`src/design/svrf_pkg.sv`:
```
// shared types and constants of the sprite video register file
// no dependencies
package svrf_pkg;

    // number of sprites with live position and colour registers
    localparam int SPRITE_COUNT = 8;
    localparam int SPRITE_SLOTS = 8;

    // operation codes
    typedef enum logic [2:0] {
        OP_READ   = 3'd0,
        OP_WRITE  = 3'd1,
        OP_PEEK   = 3'd2,
        OP_PEN    = 3'd3,
        OP_EVENT  = 3'd4,
        OP_FRAME  = 3'd5
    } svrf_op_t;

    // register offsets
    localparam logic [5:0] REG_SPRITE_END   = 6'h10;
    localparam logic [5:0] REG_X_HIGH       = 6'h10;
    localparam logic [5:0] REG_CONTROL_ONE  = 6'h11;
    localparam logic [5:0] REG_RASTER       = 6'h12;
    localparam logic [5:0] REG_PEN_X        = 6'h13;
    localparam logic [5:0] REG_PEN_Y        = 6'h14;
    localparam logic [5:0] REG_ENABLE       = 6'h15;
    localparam logic [5:0] REG_CONTROL_TWO  = 6'h16;
    localparam logic [5:0] REG_EXPAND_Y     = 6'h17;
    localparam logic [5:0] REG_MEMORY       = 6'h18;
    localparam logic [5:0] REG_IRQ_STATUS   = 6'h19;
    localparam logic [5:0] REG_IRQ_MASK     = 6'h1A;
    localparam logic [5:0] REG_PRIORITY     = 6'h1B;
    localparam logic [5:0] REG_MULTICOLOR   = 6'h1C;
    localparam logic [5:0] REG_EXPAND_X     = 6'h1D;
    localparam logic [5:0] REG_SPRITE_HIT   = 6'h1E;
    localparam logic [5:0] REG_DATA_HIT     = 6'h1F;
    localparam logic [5:0] REG_BORDER       = 6'h20;
    localparam logic [5:0] REG_BACK_FIRST   = 6'h21;
    localparam logic [5:0] REG_BACK_LAST    = 6'h24;
    localparam logic [5:0] REG_SHARED_0     = 6'h25;
    localparam logic [5:0] REG_SHARED_1     = 6'h26;
    localparam logic [5:0] REG_COLOUR_FIRST = 6'h27;
    localparam logic [5:0] REG_COLOUR_LAST  = 6'h2E;

    // padding and masks
    localparam logic [7:0] PAD_HIGH_NIBBLE  = 8'hF0;
    localparam logic [7:0] PAD_IRQ_STATUS   = 8'h70;
    localparam logic [7:0] MEMORY_WR_MASK   = 8'hFE;
    localparam logic [7:0] MEMORY_RD_SET    = 8'h01;
    localparam logic [7:0] BUS_KEEP_MASK    = 8'hE0;
    localparam logic [7:0] UNMAPPED_PEEK    = 8'hFF;
    localparam logic [7:0] BUS_RESET        = 8'hFF;
    localparam logic [3:0] IRQ_PEN_BIT      = 4'h8;

    // request transaction
    typedef struct packed {
        logic [2:0] opcode;
        logic [5:0] reg_offset;
        logic [7:0] write_data;
        logic [8:0] raster_line;
        logic [8:0] beam_dot;
        logic [7:0] sprite_hit_bits;
        logic [7:0] background_hit_bits;
        logic [3:0] irq_source_bits;
    } svrf_req_t;

    // response transaction
    typedef struct packed {
        logic [7:0] read_data;
        logic       irq_out;
        logic [7:0] expand_cleared;
    } svrf_rsp_t;

endpackage

```
`src/design/svrf_core.sv`:
```
// register state and single-pass decode of one request transaction
// depends on: svrf_pkg
module svrf_core
    import svrf_pkg::*;
(
    input  logic      clk,
    input  logic      rst_n,
    input  logic      fire,
    input  svrf_req_t item,
    output svrf_rsp_t result
);

    logic [7:0] sprite_x_low_reg [SPRITE_SLOTS];
    logic [7:0] sprite_x_low_next [SPRITE_SLOTS];
    logic [7:0] sprite_y_pos_reg [SPRITE_SLOTS];
    logic [7:0] sprite_y_pos_next [SPRITE_SLOTS];
    logic [3:0] sprite_colours_reg [SPRITE_SLOTS];
    logic [3:0] sprite_colours_next [SPRITE_SLOTS];
    logic [3:0] back_colours_reg [4];
    logic [3:0] back_colours_next [4];
    logic [3:0] shared_colours_reg [2];
    logic [3:0] shared_colours_next [2];
    logic [7:0] sprite_x_high_reg, sprite_x_high_next;
    logic [6:0] control_one_reg, control_one_next;
    logic [7:0] control_two_reg, control_two_next;
    logic [8:0] raster_compare_reg, raster_compare_next;
    logic [7:0] sprite_enable_reg, sprite_enable_next;
    logic [7:0] expand_y_reg, expand_y_next;
    logic [7:0] expand_x_reg, expand_x_next;
    logic [7:0] memory_setup_reg, memory_setup_next;
    logic [3:0] irq_pending_reg, irq_pending_next;
    logic [3:0] irq_mask_reg, irq_mask_next;
    logic [7:0] priority_bits_reg, priority_bits_next;
    logic [7:0] multicolor_bits_reg, multicolor_bits_next;
    logic [7:0] sprite_collide_reg, sprite_collide_next;
    logic [7:0] data_collide_reg, data_collide_next;
    logic [3:0] border_colour_reg, border_colour_next;
    logic [7:0] pen_x_reg, pen_x_next;
    logic [7:0] pen_y_reg, pen_y_next;
    logic       pen_done_reg, pen_done_next;
    logic [7:0] bus_byte_reg, bus_byte_next;

    svrf_op_t   op;
    logic [5:0] off;
    logic [7:0] wd;
    logic [2:0] pos_idx;
    logic [2:0] col_idx;
    logic [1:0] back_idx;
    logic       pos_ok;
    logic       col_ok;
    logic       in_back;
    logic       in_colour;
    logic       irq_now;
    logic [7:0] view_data;
    logic       view_mapped;
    logic [7:0] peek_data;
    logic [7:0] read_data;
    logic [7:0] expand_cleared;

    // field decode
    assign op        = svrf_op_t'(item.opcode);
    assign off       = item.reg_offset;
    assign wd        = item.write_data;
    assign pos_idx   = off[3:1];
    assign col_idx   = 3'(off - REG_COLOUR_FIRST);
    assign back_idx  = 2'(off - REG_BACK_FIRST);
    assign pos_ok    = (int'(pos_idx) < SPRITE_COUNT);
    assign col_ok    = (int'(col_idx) < SPRITE_COUNT);
    assign in_back   = (off >= REG_BACK_FIRST) && (off <= REG_BACK_LAST);
    assign in_colour = (off >= REG_COLOUR_FIRST) && (off <= REG_COLOUR_LAST);
    assign irq_now   = |(irq_pending_reg & irq_mask_reg);

    // value a bus read shows, before the unmapped fallback
    always_comb
    begin
        view_mapped = 1'b1;
        view_data   = 8'h00;
        if (off < REG_SPRITE_END)
        begin
            if (pos_ok)
            begin
                view_data = off[0] ? sprite_y_pos_reg[pos_idx] : sprite_x_low_reg[pos_idx];
            end
            else
            begin
                view_mapped = 1'b0;
            end
        end
        else if (in_back)
        begin
            view_data = PAD_HIGH_NIBBLE | {4'h0, back_colours_reg[back_idx]};
        end
        else if (in_colour)
        begin
            if (col_ok)
            begin
                view_data = PAD_HIGH_NIBBLE | {4'h0, sprite_colours_reg[col_idx]};
            end
            else
            begin
                view_mapped = 1'b0;
            end
        end
        else
        begin
            unique case (off)
                REG_X_HIGH:      view_data = sprite_x_high_reg;
                REG_CONTROL_ONE: view_data = {item.raster_line[8], control_one_reg};
                REG_RASTER:      view_data = item.raster_line[7:0];
                REG_PEN_X:       view_data = pen_x_reg;
                REG_PEN_Y:       view_data = pen_y_reg;
                REG_ENABLE:      view_data = sprite_enable_reg;
                REG_CONTROL_TWO: view_data = (control_two_reg & ~BUS_KEEP_MASK)
                                             | (bus_byte_reg & BUS_KEEP_MASK);
                REG_EXPAND_Y:    view_data = expand_y_reg;
                REG_MEMORY:      view_data = memory_setup_reg | MEMORY_RD_SET;
                REG_IRQ_STATUS:  view_data = {irq_now, 3'b000, irq_pending_reg}
                                             | PAD_IRQ_STATUS;
                REG_IRQ_MASK:    view_data = PAD_HIGH_NIBBLE | {4'h0, irq_mask_reg};
                REG_PRIORITY:    view_data = priority_bits_reg;
                REG_MULTICOLOR:  view_data = multicolor_bits_reg;
                REG_EXPAND_X:    view_data = expand_x_reg;
                REG_SPRITE_HIT:  view_data = sprite_collide_reg;
                REG_DATA_HIT:    view_data = data_collide_reg;
                REG_BORDER:      view_data = PAD_HIGH_NIBBLE | {4'h0, border_colour_reg};
                REG_SHARED_0:    view_data = PAD_HIGH_NIBBLE | {4'h0, shared_colours_reg[0]};
                REG_SHARED_1:    view_data = PAD_HIGH_NIBBLE | {4'h0, shared_colours_reg[1]};
                default:         view_mapped = 1'b0;
            endcase
        end
    end

    // peek shows raw storage for a few offsets, otherwise the read view, or all ones if unmapped
    always_comb
    begin
        unique case (off)
            REG_CONTROL_TWO: peek_data = control_two_reg;
            REG_MEMORY:      peek_data = memory_setup_reg;
            REG_BORDER:      peek_data = {4'h0, border_colour_reg};
            REG_BACK_FIRST:  peek_data = {4'h0, back_colours_reg[0]};
            REG_SHARED_0:    peek_data = {4'h0, shared_colours_reg[0]};
            REG_SHARED_1:    peek_data = {4'h0, shared_colours_reg[1]};
            default:         peek_data = view_mapped ? view_data : UNMAPPED_PEEK;
        endcase
    end

    // next state and response fields
    always_comb
    begin
        sprite_x_low_next    = sprite_x_low_reg;
        sprite_y_pos_next    = sprite_y_pos_reg;
        sprite_colours_next  = sprite_colours_reg;
        back_colours_next    = back_colours_reg;
        shared_colours_next  = shared_colours_reg;
        sprite_x_high_next   = sprite_x_high_reg;
        control_one_next     = control_one_reg;
        control_two_next     = control_two_reg;
        raster_compare_next  = raster_compare_reg;
        sprite_enable_next   = sprite_enable_reg;
        expand_y_next        = expand_y_reg;
        expand_x_next        = expand_x_reg;
        memory_setup_next    = memory_setup_reg;
        irq_pending_next     = irq_pending_reg;
        irq_mask_next        = irq_mask_reg;
        priority_bits_next   = priority_bits_reg;
        multicolor_bits_next = multicolor_bits_reg;
        sprite_collide_next  = sprite_collide_reg;
        data_collide_next    = data_collide_reg;
        border_colour_next   = border_colour_reg;
        pen_x_next           = pen_x_reg;
        pen_y_next           = pen_y_reg;
        pen_done_next        = pen_done_reg;
        bus_byte_next        = bus_byte_reg;
        read_data            = 8'h00;
        expand_cleared       = 8'h00;

        unique case (op)
            OP_READ:
            begin
                if (view_mapped)
                begin
                    read_data     = view_data;
                    bus_byte_next = view_data;
                    // collision registers clear on read
                    if (off == REG_SPRITE_HIT)
                    begin
                        sprite_collide_next = 8'h00;
                    end
                    if (off == REG_DATA_HIT)
                    begin
                        data_collide_next = 8'h00;
                    end
                end
                else
                begin
                    read_data = bus_byte_reg;
                end
            end
            OP_PEEK:
            begin
                read_data = peek_data;
            end
            OP_WRITE:
            begin
                if (off < REG_SPRITE_END)
                begin
                    if (pos_ok)
                    begin
                        if (off[0])
                        begin
                            sprite_y_pos_next[pos_idx] = wd;
                        end
                        else
                        begin
                            sprite_x_low_next[pos_idx] = wd;
                        end
                    end
                end
                else if (in_back)
                begin
                    back_colours_next[back_idx] = wd[3:0];
                end
                else if (in_colour)
                begin
                    if (col_ok)
                    begin
                        sprite_colours_next[col_idx] = wd[3:0];
                    end
                end
                else
                begin
                    unique case (off)
                        REG_X_HIGH:      sprite_x_high_next = wd;
                        REG_CONTROL_ONE:
                        begin
                            control_one_next       = wd[6:0];
                            raster_compare_next[8] = wd[7];
                        end
                        REG_RASTER:      raster_compare_next[7:0] = wd;
                        REG_ENABLE:      sprite_enable_next = wd;
                        REG_CONTROL_TWO: control_two_next = wd;
                        REG_EXPAND_Y:
                        begin
                            expand_cleared = expand_y_reg & ~wd;
                            expand_y_next  = wd;
                        end
                        REG_MEMORY:      memory_setup_next = wd & MEMORY_WR_MASK;
                        REG_IRQ_STATUS:  irq_pending_next = irq_pending_reg & ~wd[3:0];
                        REG_IRQ_MASK:    irq_mask_next = wd[3:0];
                        REG_PRIORITY:    priority_bits_next = wd;
                        REG_MULTICOLOR:  multicolor_bits_next = wd;
                        REG_EXPAND_X:    expand_x_next = wd;
                        REG_BORDER:      border_colour_next = wd[3:0];
                        REG_SHARED_0:    shared_colours_next[0] = wd[3:0];
                        REG_SHARED_1:    shared_colours_next[1] = wd[3:0];
                        default:         ;
                    endcase
                end
            end
            OP_PEN:
            begin
                // only the first strobe of a frame latches
                if (!pen_done_reg)
                begin
                    pen_x_next       = item.beam_dot[8:1];
                    pen_y_next       = item.raster_line[7:0];
                    pen_done_next    = 1'b1;
                    irq_pending_next = irq_pending_reg | IRQ_PEN_BIT;
                end
            end
            OP_EVENT:
            begin
                sprite_collide_next = sprite_collide_reg | item.sprite_hit_bits;
                data_collide_next   = data_collide_reg | item.background_hit_bits;
                irq_pending_next    = irq_pending_reg | item.irq_source_bits;
            end
            OP_FRAME:
            begin
                pen_done_next = 1'b0;
            end
            default: ;
        endcase
    end

    assign result.read_data      = read_data;
    assign result.irq_out        = |(irq_pending_next & irq_mask_next);
    assign result.expand_cleared = expand_cleared;

    // state registers, updated once per processed transaction
    always_ff @(posedge clk or negedge rst_n)
    begin
        if (!rst_n)
        begin
            for (int i = 0; i < SPRITE_SLOTS; i++)
            begin
                sprite_x_low_reg[i]   <= 8'h00;
                sprite_y_pos_reg[i]   <= 8'h00;
                sprite_colours_reg[i] <= 4'h0;
            end
            for (int i = 0; i < 4; i++)
            begin
                back_colours_reg[i] <= 4'h0;
            end
            for (int i = 0; i < 2; i++)
            begin
                shared_colours_reg[i] <= 4'h0;
            end
            sprite_x_high_reg   <= 8'h00;
            control_one_reg     <= 7'h00;
            control_two_reg     <= 8'h00;
            raster_compare_reg  <= 9'h000;
            sprite_enable_reg   <= 8'h00;
            expand_y_reg        <= 8'h00;
            expand_x_reg        <= 8'h00;
            memory_setup_reg    <= 8'h00;
            irq_pending_reg     <= 4'h0;
            irq_mask_reg        <= 4'h0;
            priority_bits_reg   <= 8'h00;
            multicolor_bits_reg <= 8'h00;
            sprite_collide_reg  <= 8'h00;
            data_collide_reg    <= 8'h00;
            border_colour_reg   <= 4'h0;
            pen_x_reg           <= 8'h00;
            pen_y_reg           <= 8'h00;
            pen_done_reg        <= 1'b0;
            bus_byte_reg        <= BUS_RESET;
        end
        else if (fire)
        begin
            sprite_x_low_reg    <= sprite_x_low_next;
            sprite_y_pos_reg    <= sprite_y_pos_next;
            sprite_colours_reg  <= sprite_colours_next;
            back_colours_reg    <= back_colours_next;
            shared_colours_reg  <= shared_colours_next;
            sprite_x_high_reg   <= sprite_x_high_next;
            control_one_reg     <= control_one_next;
            control_two_reg     <= control_two_next;
            raster_compare_reg  <= raster_compare_next;
            sprite_enable_reg   <= sprite_enable_next;
            expand_y_reg        <= expand_y_next;
            expand_x_reg        <= expand_x_next;
            memory_setup_reg    <= memory_setup_next;
            irq_pending_reg     <= irq_pending_next;
            irq_mask_reg        <= irq_mask_next;
            priority_bits_reg   <= priority_bits_next;
            multicolor_bits_reg <= multicolor_bits_next;
            sprite_collide_reg  <= sprite_collide_next;
            data_collide_reg    <= data_collide_next;
            border_colour_reg   <= border_colour_next;
            pen_x_reg           <= pen_x_next;
            pen_y_reg           <= pen_y_next;
            pen_done_reg        <= pen_done_next;
            bus_byte_reg        <= bus_byte_next;
        end
    end

endmodule

```
`src/design/sprite_video_register_file.sv`:
```
// Sprite video register file: 47 byte-wide controller registers behind one
// request channel and one response channel, both valid/ready.
// Each request transaction (read, write, peek, light pen strobe, video event
// or frame start) yields exactly one response transaction carrying read data,
// the interrupt line after the operation and the expand-y bits a write cleared.
// A request is held in an input register; it is decoded against the register
// state in one pass and its response lands in an output register once that
// register is free or being emptied.
// Throughput is one transaction per cycle: req_ready stays high as long as the
// output register drains, set by the single decode stage between the two.
// When the receiver stalls (rsp_valid high, rsp_ready low) the response holds;
// one more request can still be taken into the input register, after which
// req_ready drops until the response is taken.
// Reset empties both pipeline registers and returns all registers to zero,
// except the last bus byte, which resets to all ones. No clearing pass.
// depends on: svrf_pkg, svrf_core
module sprite_video_register_file
    import svrf_pkg::*;
(
    input  logic      clk,
    input  logic      rst_n,
    input  logic      req_valid,
    output logic      req_ready,
    input  svrf_req_t req,
    output logic      rsp_valid,
    input  logic      rsp_ready,
    output svrf_rsp_t rsp
);

    logic      in_valid_reg;
    svrf_req_t in_item_reg;
    logic      out_valid_reg;
    svrf_rsp_t out_item_reg;
    logic      fire;
    svrf_rsp_t result;

    // process the held request when the output register is free or being emptied
    assign fire      = in_valid_reg && (!out_valid_reg || rsp_ready);
    assign req_ready = !in_valid_reg || fire;
    assign rsp_valid = out_valid_reg;
    assign rsp       = out_item_reg;

    svrf_core u_core (
        .clk    (clk),
        .rst_n  (rst_n),
        .fire   (fire),
        .item   (in_item_reg),
        .result (result)
    );

    // input register
    always_ff @(posedge clk or negedge rst_n)
    begin
        if (!rst_n)
        begin
            in_valid_reg <= 1'b0;
        end
        else if (req_ready)
        begin
            in_valid_reg <= req_valid;
        end
    end

    always_ff @(posedge clk)
    begin
        if (req_valid && req_ready)
        begin
            in_item_reg <= req;
        end
    end

    // output register
    always_ff @(posedge clk or negedge rst_n)
    begin
        if (!rst_n)
        begin
            out_valid_reg <= 1'b0;
        end
        else if (fire)
        begin
            out_valid_reg <= 1'b1;
        end
        else if (rsp_ready)
        begin
            out_valid_reg <= 1'b0;
        end
    end

    always_ff @(posedge clk)
    begin
        if (fire)
        begin
            out_item_reg <= result;
        end
    end

endmodule

```
`config.mk`:
```
export PLATFORM = sky130hd
export DESIGN_NAME = sprite_video_register_file
export DESIGN_NICKNAME = d
export VERILOG_FILES = /design/src/design/svrf_pkg.sv /design/src/design/svrf_core.sv /design/src/design/sprite_video_register_file.sv
export SDC_FILE = /design/constraint.sdc
export NUM_CORES = 1
export LEC_CHECK = 0
export BUFFER_PORTS_ARGS = -buffer_cell sky130_fd_sc_hd__clkbuf_2
export CAP_MARGIN = 40
export CORE_MARGIN = 5
export CORE_UTILIZATION = 50
export DETAILED_ROUTE_END_ITERATION = 6
export GPL_ROUTABILITY_DRIVEN = 0
export PLACE_DENSITY_LB_ADDON = 0.1
export SYNTH_ARGS = -nofsm -noshare
export SYNTH_HDL_FRONTEND = slang
export SYNTH_SLANG_ARGS = --single-unit
export TNS_END_PERCENT = 20
```
`constraint.sdc`:
```
create_clock -name clk -period 9.2 [get_ports clk]
set_input_delay 0.46 -clock clk [delete_from_list [all_inputs] [get_ports clk]]
set_output_delay 0.46 -clock clk [all_outputs]
set_load 0.005 [all_outputs]
```
# Yosys cells after proc, flatten, opt, wreduce, memory -nomap -nowiden
# Index checks and enable logic that the tools add are counted.
# classes
n_mux	55
add_sub_neg	2
order_cmp	11
bitwise_logic	20
eq_ne	28
reduce_logical	40
# op_table
cell	n
case mux 8 bit (19 select lines)	1
bitwise mux 64 bit	2
2-to-1 mux 8 bit	15
equality test 6 x 5 -> 1 bit (second input constant)	16
AND reduction 6 bit	12
2-to-1 mux 4 bit	16
binary-select mux 8 bit (select 3 bit)	2
case mux 8 bit (2 select lines)	3
case mux 8 bit (6 select lines)	1
bitwise mux 32 bit	1
demux 8 bit (select 3 bit)	1
equality test 6 bit (second input constant)	4
AND reduction 4 bit	5
OR reduction 19 bit	1
bitwise mux 16 bit	1
bitwise OR 8 bit	2
AND 4 bit	3
binary-select mux 4 bit (select 3 bit)	1
demux 4 bit (select 3 bit)	1
greater-or-equal comparator 6 bit (second input constant)	2
<= comparator 6 bit (second input constant)	2
case mux 4 bit (3 select lines)	1
AND 8 bit	1
binary-select mux 4 bit (select 2 bit)	1
other kinds (31)	61
# totals
register_bits	381
in_bits	59
elab_cells	217

# Longest topological paths before layout
# Gate-level depths: netlist of the first run.
# depth
depth_word	11
mapped_depth	12

# Cells and area by module
# Synthesis of the first run repeated with hierarchy kept, for this count alone.
# unflattened
hier_cells	1333
hier_area_um2	17470.5
# modules_own_cells
module	cells_each	instances	seq_area_each_um2	area_each_um2
svrf_core	1253	1	7692.4	15204.6
sprite_video_register_file	80	1	2212.1	2265.9

# Worst setup path after synthesis of the first run
# OpenSTA, ideal clock, no wires.
# synth_path
path_type	flip-flop to flip-flop
start	register in_item_reg[47] in the netlist's numbering
end	register out_item_reg, in the netlist rsp[10], data pin
path_stages_with_launch	12
setup_ns	0.278
t_arrival_ns	2.875
slack_ns	6.047
path_cell_list	edfxtp_1 buf_2 buf_2 clkinv_1 ha_1 clkbuf_1 nand3b_1 nor2_1 a32o_1 a2111o_1 o41ai_1 a32oi_1
# synth_between
elab_chain_len	11
word_cells_on_any_way	58
# synth_rtl
item	line_no	source
start, declared	sprite_video_register_file.sv:31	svrf_req_t in_item_reg;
start signal, assigned	sprite_video_register_file.sv:68	in_item_reg <= req;
subtractor 3 bit	svrf_core.sv:65	assign col_idx = 3'(off - REG_COLOUR_FIRST);
inverter 3 -> 4 bit (implied by the code)	svrf_core.sv:97	view_data = PAD_HIGH_NIBBLE | {4'h0, sprite_colours_reg[col_idx]};
binary-select mux 4 bit (select 3 bit)	svrf_core.sv:97	
2-to-1 mux 4 bit (implied by the code) (2 in series)	svrf_core.sv:97	
2-to-1 mux 8 bit	svrf_core.sv:93	else if (in_colour)
2-to-1 mux 8 bit	svrf_core.sv:89	else if (in_back)
2-to-1 mux 8 bit	svrf_core.sv:78	if (off < REG_SPRITE_END)
2-to-1 mux 8 bit	svrf_core.sv:143	default: peek_data = view_mapped ? view_data : UNMAPPED_PEEK;
case mux 8 bit (6 select lines)	svrf_core.sv:136	unique case (off)
case mux 8 bit (2 select lines) (*)	svrf_core.sv:177	unique case (op)
end signal, assigned	sprite_video_register_file.sv:93	out_item_reg <= result;
end, declared	sprite_video_register_file.sv:33	svrf_rsp_t out_item_reg;
# Every way passes the cells marked *; elsewhere a longest branch is shown, timed or not. The select of a mux whose other input is x is not followed.
# A chain may end at the register's enable or synchronous reset.

# Worst setup path in the final report of the first run
# layout_path
start	register in_item_reg[47] in the netlist's numbering
end	register out_item_reg, in the netlist rsp[12], data pin
# Same word-level chain as after synthesis.

==> metrics.csv, run 1 <==
stage,metric,value,unit
outcome,outcome,"finished, violations left",
outcome,violated checks,negative hold slack,
critical_path,"Max FO, Critical Path",46,
synth,Avg Inst Size Synth,13.2,µm²
global_routing,GRT Overall Usage,0.242,
drt,DR iter-0 viols,857,
timing,max_slew headroom,0.436,
critical_path,crit-path leading delay family,compound AO/OA/AOI/OAI gates,
critical_path,Reg2Reg Depth,10,
die,Die Area,39100,µm²
job,Max Cap Violations,0,
timing,Period minus WS final,4610,ps
critical_path,CP Capture Point,rsp[12]$_SDFFCE_PN0P_,
critical_path,Max stage delay on crit path,740,ps
clocking,clk_lat worst skew,550,ps
drt,via count,11656,
timing,Peak Freq,0.217,GHz
timing,final hold slack,-15.8,ps
die,io pins,78,
clocking,CTS HTree Levels,2,
synth,synth top area cells,"dfrtp_1 (43%), mux2_2 (19%), edfxtp_1 (12%), mux4_2 (2.6%), mux2i_1 (2.0%)",
global_routing,total gr overflow,0,
placed_design,Inst Count DP,1810,
synth,count of different cell masters after synthesis,73,
timing,Setup Viol. Count Final,0,
timing,RSZ-0062 raised after global routing,no,
worst_hold_path,Hold Path Class,primary input to async pin,
synth,leading area contributor after synthesis,dfrtp_1,
synth,Synth Instances,1331,
die,core area,34700,µm²
critical_path,Buffers & Inverters on Critical Path,3,
synth,predominant post-synthesis flop cell,dfrtp_1,
cells_and_area,area grow syn2layout,13.7,%
synth,number of synthesized register bits,380,
pwr,Power Density,197,nW/µm²
clocking,Clock transition at path regs,60,ps
timing,fin crit share,0.501,
cells_and_area,area of the multi-input gates,7330,µm²
die,Initial Util,0.508,
critical_path,Worst Setup Start Kind,register,
drt,DR vias/cell,6.18,
cells_and_area,Non-Filler Instances,1885,
global_routing,vias in the first global route,12169,
drt,"antenna viol nets, final",0,
synth,asr flop ratio synth,0.813,
critical_path,Crit. path cell count,10,
cells_and_area,register area,9870,µm²
critical_path,Critical path origin,in_item_reg[47]$_DFFE_PP_,
critical_path,reg-to-reg endpoint,rsp[12]$_SDFFCE_PN0P_,
clocking,Sink Count,380,
cells_and_area,net total in the final layout,1462,
die,Die Wd,198,µm
clocking,CTS Buffer Depth,3,
synth,Synth warnings,0,
cells_and_area,Layout fillers,2843,
pwr,Max IR drop VDD,0.148,mV
drt,final wirelength,46.5,mm
timing,setup tns final,0,ps
die,Cell Rows,68,
timing,Pins Over Slew Limit,0,
timing,Worst Skew,21.4,ps
synth,top-area cell type share of the netlist area,0.427,
critical_path,Critical Path Most Common Cell,buf_4,
timing,Fin. Hold Viols,31,
drt,drt wl/cell,24.7,µm
timing,worst-margin pin slew,844,ps
critical_path,RR Startpoint,in_item_reg[47]$_DFFE_PP_,
critical_path,Worst Setup End Kind,register,
clocking,CTS Hold Buffers Added,0,
clocking,CTS tree,yes,
drt,drt drc,0,
critical_path,Critical Path Slowest Stage Cell,o41ai_1,
synth,Post-synth EDFFs,71,
cells_and_area,layout cells sized above 1,0.369,
critical_path,critical path type,register to register,
placed_design,I/O Buffers,76,
placed_design,hpwl dp,30.7,mm
clocking,post_cts resized,0,
drt,Pre-antenna DRT Iters,5,
die,die height,198,µm
critical_path,CP Data Required Time,9440,ps
synth,syn nets,1395,
global_routing,largest net degree at the start of global routing,106,
critical_path,crit-path cells,buf_4 -> clkinv_1 -> ha_1 -> buf_4 -> nand3b_1 -> nor2_1 -> a221oi_1 -> o211ai_1 -> o41ai_1 -> a32oi_1,
global_routing,initial antenna violation count,0,
critical_path,Reg2Reg Setup Slack,4590,ps
clocking,Post CTS Setup Buffer Count,0,
pwr,Static Leak,9.07,nW
synth,most frequent cell after synthesis,dfrtp_1,
synth,Post-synth top cells,"dfrtp_1 (301), mux2_2 (290), edfxtp_1 (71)",
pwr,PnR Total Power,3.94,mW
cells_and_area,# diodes,0,
synth,post-synth design cell area,17600,µm²
critical_path,crit path DAT,4850,ps
synth,"Seq/Total Area, Yosys",0.560,
clocking,CTS root buf,clkbuf_16,
clocking,TritonCTS buffer count,41,
global_routing,first-pass GRT wire length,73.5,mm
worst reg2reg max path: stages (launching register included):
cell	delay [ps]
edfxtp_1	320
buf_4	530
clkinv_1	610
ha_1	360
buf_4	200
nand3b_1	360
nor2_1	250
a221oi_1	540
o211ai_1	160
o41ai_1	740
a32oi_1	240
cell families (layout without fill, tap and decap cells):
kind of cell | after synthesis | in the layout | synth area share
xor gates and xnor gates | 2 | 2 | 0.000994
DFF | 380 | 380 | 0.560
and+or+nand+nor | 260 | 260 | 0.0837
AOI/OAI and AO/OA | 236 | 236 | 0.0953
muxes | 347 | 347 | 0.232
buffers and inverters | 101 | 200 | 0.0243
adders and majority gates | 5 | 5 | 0.00355
metrics by stage:
stage	utilization	setup slack, ps	cell area [µm²]
after detailed placement	0.537	4700	18600
final	0.577	4590	20000
after CTS	0.577	4660	20000
after global routing	0.577	4350	20000
after global placement	0.530	4710	18400
after floorplan	-	6050	17600
cell usage in the layout, fill, tap and decap left out, types with 7 or more instances in the layout:
cell | synthesis | layout
mux4_2 | 20 | 20
clkbuf_2 | 0 | 75
a221oi_1 | 9 | 9
nand4_1 | 16 | 16
buf_4 | 2 | 31
mux2i_1 | 36 | 36
clkbuf_8 | 0 | 10
nor3_1 | 15 | 14
clkbuf_1 | 53 | 10
edfxtp_1 | 71 | 71
dfrtp_1 | 301 | 301
a22o_1 | 14 | 14
dfstp_2 | 8 | 8
a22oi_1 | 32 | 32
nand3_1 | 25 | 25
a21oi_1 | 55 | 55
o211ai_1 | 12 | 12
o21ai_0 | 28 | 28
nor3b_1 | 9 | 9
mux2_2 | 290 | 290
clkbuf_16 | 0 | 42
and3_1 | 8 | 8
a31oi_1 | 10 | 10
a32oi_1 | 9 | 9
nand2_1 | 56 | 56
nor2b_1 | 12 | 12
nand2b_1 | 8 | 8
and2_1 | 9 | 8
nor3_4 | 8 | 8
a222oi_1 | 7 | 7
nor2_1 | 59 | 59
a211oi_1 | 7 | 7
final cells by class:
cell class | count | share of cell area
Sequential cell | 380 | 0.493
Multi-Input combinational cell | 850 | 0.366
Clock buffer | 62 | 0.0612
Timing Repair Buffer | 116 | 0.0414
Tap cell | 455 | 0.0284
Clock inverter | 13 | 0.00874
Inverter | 9 | 0.00169
metal layers:
metal / global-route usage / wire (µm) / vias up
met2: 0.392 / 22300 / 347
met5: 0 / 0 / -
met4: 0.0786 / 1480 / 0
met3: 0.0298 / 2260 / 96
met1: 0.343 / 20500 / 6029
li1: - / - / 5184
power breakdown:
group	switching [mW]	internal, mW	total, mW
logic	0.209	0.136	0.346
registers	0.0655	1.82	1.89
clock network	0.673	1.03	1.71
worst min path at each step:
stage,startpoint,depth (start not counted),to
3_3_place_gp,in_item_reg[28]$_DFFE_PP_,1,u_core.pen_x_reg[7]$_DFFE_PN0P_
4_1_cts,rst_n,1,u_core.sprite_colours_reg[8]$_DFFE_PN0P_
2_1_floorplan,rst_n,0,in_valid_reg$_DFFE_PN0N_
6_report,rst_n,1,u_core.sprite_colours_reg[29]$_DFFE_PN0P_
3_5_place_dp,in_item_reg[26]$_DFFE_PP_,1,u_core.pen_x_reg[5]$_DFFE_PN0P_
5_1_grt,rst_n,1,u_core.sprite_colours_reg[25]$_DFFE_PN0P_
Note: power is estimated with default switching activity, not from simulation.
==> run 2, diff against run 1 <==
==> constraint.sdc (replaced) <==
create_clock -name clk -period 4.4 [get_ports clk]
set_input_delay 0.22 -clock clk [delete_from_list [all_inputs] [get_ports clk]]
set_output_delay 0.22 -clock clk [all_outputs]
set_load 0.005 [all_outputs]
==> metrics.csv, run 2 (synthesized netlist as in run 1, its figures left out) <==
stage,metric,value,unit
clocking,CTS HTree Levels,2,
die,Die Wd,198,µm
clocking,TritonCTS buffer count,42,
die,Cell Rows,68,
cells_and_area,net total in the final layout,1532,
global_routing,first-pass GRT wire length,74.2,mm
clocking,CTS Buffer Depth,3,
drt,DR vias/cell,6.09,
global_routing,total gr overflow,0,
timing,max_slew headroom,0.430,
critical_path,Worst Setup Start Kind,register,
placed_design,hpwl dp,32.2,mm
timing,Fin. Hold Viols,0,
placed_design,I/O Buffers,76,
clocking,Clock transition at path regs,60,ps
placed_design,DP Worst Slack,619,ps
critical_path,crit-path leading delay family,simple AND/OR/NAND/NOR gates,
critical_path,CP Data Required Time,4690,ps
cells_and_area,Non-Filler Instances,1956,
global_routing,GRT Overall Usage,0.245,
timing,fin crit share,0.871,
die,io pins,78,
critical_path,crit path DAT,4120,ps
timing,Pins Over Slew Limit,0,
pwr,Max IR drop VDD,0.451,mV
cells_and_area,layout cells sized above 1,0.354,
outcome,outcome,completed,
critical_path,Worst Setup End Kind,register,
worst_hold_path,Hold Path Class,primary input to register,
drt,drt drc,0,
clocking,Sink Count,380,
clocking,post_cts resized,0,
critical_path,crit-path cells,inv_1 -> ha_1 -> buf_4 -> or4_1 -> a222oi_1 -> nand4_1 -> o21ai_0 -> and2_1 -> o32ai_1,
timing,setup tns final,0,ps
critical_path,Critical Path Slowest Stage Cell,edfxtp_1,
cells_and_area,most frequent cells in the layout,"dfrtp_1 (301), mux2_2 (290), clkbuf_2 (75), edfxtp_1 (71), nor2_1 (59)",
die,die height,198,µm
cells_and_area,"most common cell after layout, fill and taps aside",dfrtp_1,
clocking,clk_lat worst skew,540,ps
clocking,Post CTS Setup Buffer Count,0,
clocking,CTS Hold Buffers Added,57,
critical_path,critical path type,register to register,
cells_and_area,Final Util,0.593,
drt,drt wl/cell,24.4,µm
timing,Peak Freq,0.261,GHz
critical_path,"Max FO, Critical Path",13,
timing,setup ws final,566,ps
timing,Worst Skew,18.4,ps
drt,Pre-antenna DRT Iters,5,
global_routing,largest net degree at the start of global routing,106,
drt,"antenna viol nets, final",0,
clocking,CTS root buf,clkbuf_16,
cells_and_area,area grow syn2layout,16.7,%
die,Initial Util,0.508,
critical_path,Max stage delay on crit path,640,ps
timing,worst-margin pin slew,853,ps
pwr,Power Density,393,nW/µm²
pwr,Static Leak,9.30,nW
cells_and_area,Layout fillers,2805,
cells_and_area,# diodes,0,
timing,Period minus WS final,3830,ps
drt,final wirelength,47.7,mm
placed_design,Inst Count DP,1822,
timing,Setup Viol. Count Final,0,
die,Die Area,39100,µm²
global_routing,initial antenna violation count,0,
critical_path,Buffers & Inverters on Critical Path,2,
drt,DR iter-0 viols,802,
die,core area,34700,µm²
global_routing,vias in the first global route,12220,
drt,via count,11912,
timing,RSZ-0062 raised after global routing,no,
job,Max Cap Violations,0,
pwr,PnR Total Power,8.08,mW
clocking,CTS tree,yes,
-- run 2: where the power goes --
group	internal (mW)	leakage, nW	total [mW]	switching, mW
sequential	3.81	4.91	3.97	0.153
combinational	0.321	3.75	0.755	0.434
clock	1.96	0.636	3.36	1.40
-- run 2: path summary, 6_finish.rpt --
kind                                           startpoint                                   endpoint  slack [ps]  cells past startpoint
worst max-delay path            in_item_reg[46]$_DFFE_PP_                      rsp[16]$_SDFFCE_PN0P_         570                      9
worst min-delay path                            rsp_ready                      rsp_valid$_DFFE_PN0P_          50                      3
worst max register to register  in_item_reg[46]$_DFFE_PP_                      rsp[16]$_SDFFCE_PN0P_         570                      9
worst min register to register  in_item_reg[24]$_DFFE_PP_            u_core.pen_x_reg[3]$_DFFE_PN0P_         480                      1
max in group asynchronous                           rst_n     u_core.sprite_y_pos_reg[8]$_DFFE_PN0P_        2900                      3
min in group asynchronous                           rst_n  u_core.sprite_colours_reg[29]$_DFFE_PN0P_         320                      2
-- run 2: area by class of cell --
cell class / count / area (µm²) / share of cell area
Timing Repair Buffer: 185 / 1470 / 0.0713
Inverter: 9 / 33.8 / 0.00164
Tap cell: 455 / 569 / 0.0277
Clock inverter: 18 / 136 / 0.00663
Sequential cell: 380 / 9870 / 0.480
Multi-Input combinational cell: 850 / 7330 / 0.356
Clock buffer: 59 / 1170 / 0.0567
-- run 2: worst reg2reg max path, stage by stage, from the launching register on --
cell,delay (ps)
edfxtp_1,640
inv_1,300
ha_1,450
buf_4,280
or4_1,570
a222oi_1,390
nand4_1,450
o21ai_0,290
and2_1,160
o32ai_1,80
-- run 2: metrics by stage --
step           hold slack (ps)  cell area, µm²
5_1_grt                   87.1           20600
3_3_place_gp               324           18600
4_1_cts                   26.7           20600
6_report                  50.8           20600
2_1_floorplan            -75.6           17600
3_5_place_dp               321           18700
-- run 2: per-layer routing --
metal	vias to the layer above	global-route usage	routed length, µm
li1	5329	-	-
met1	6112	0.338	20500
met2	365	0.396	22800
met3	106	0.0410	2630
met4	0	0.0867	1770
met5	-	0	0
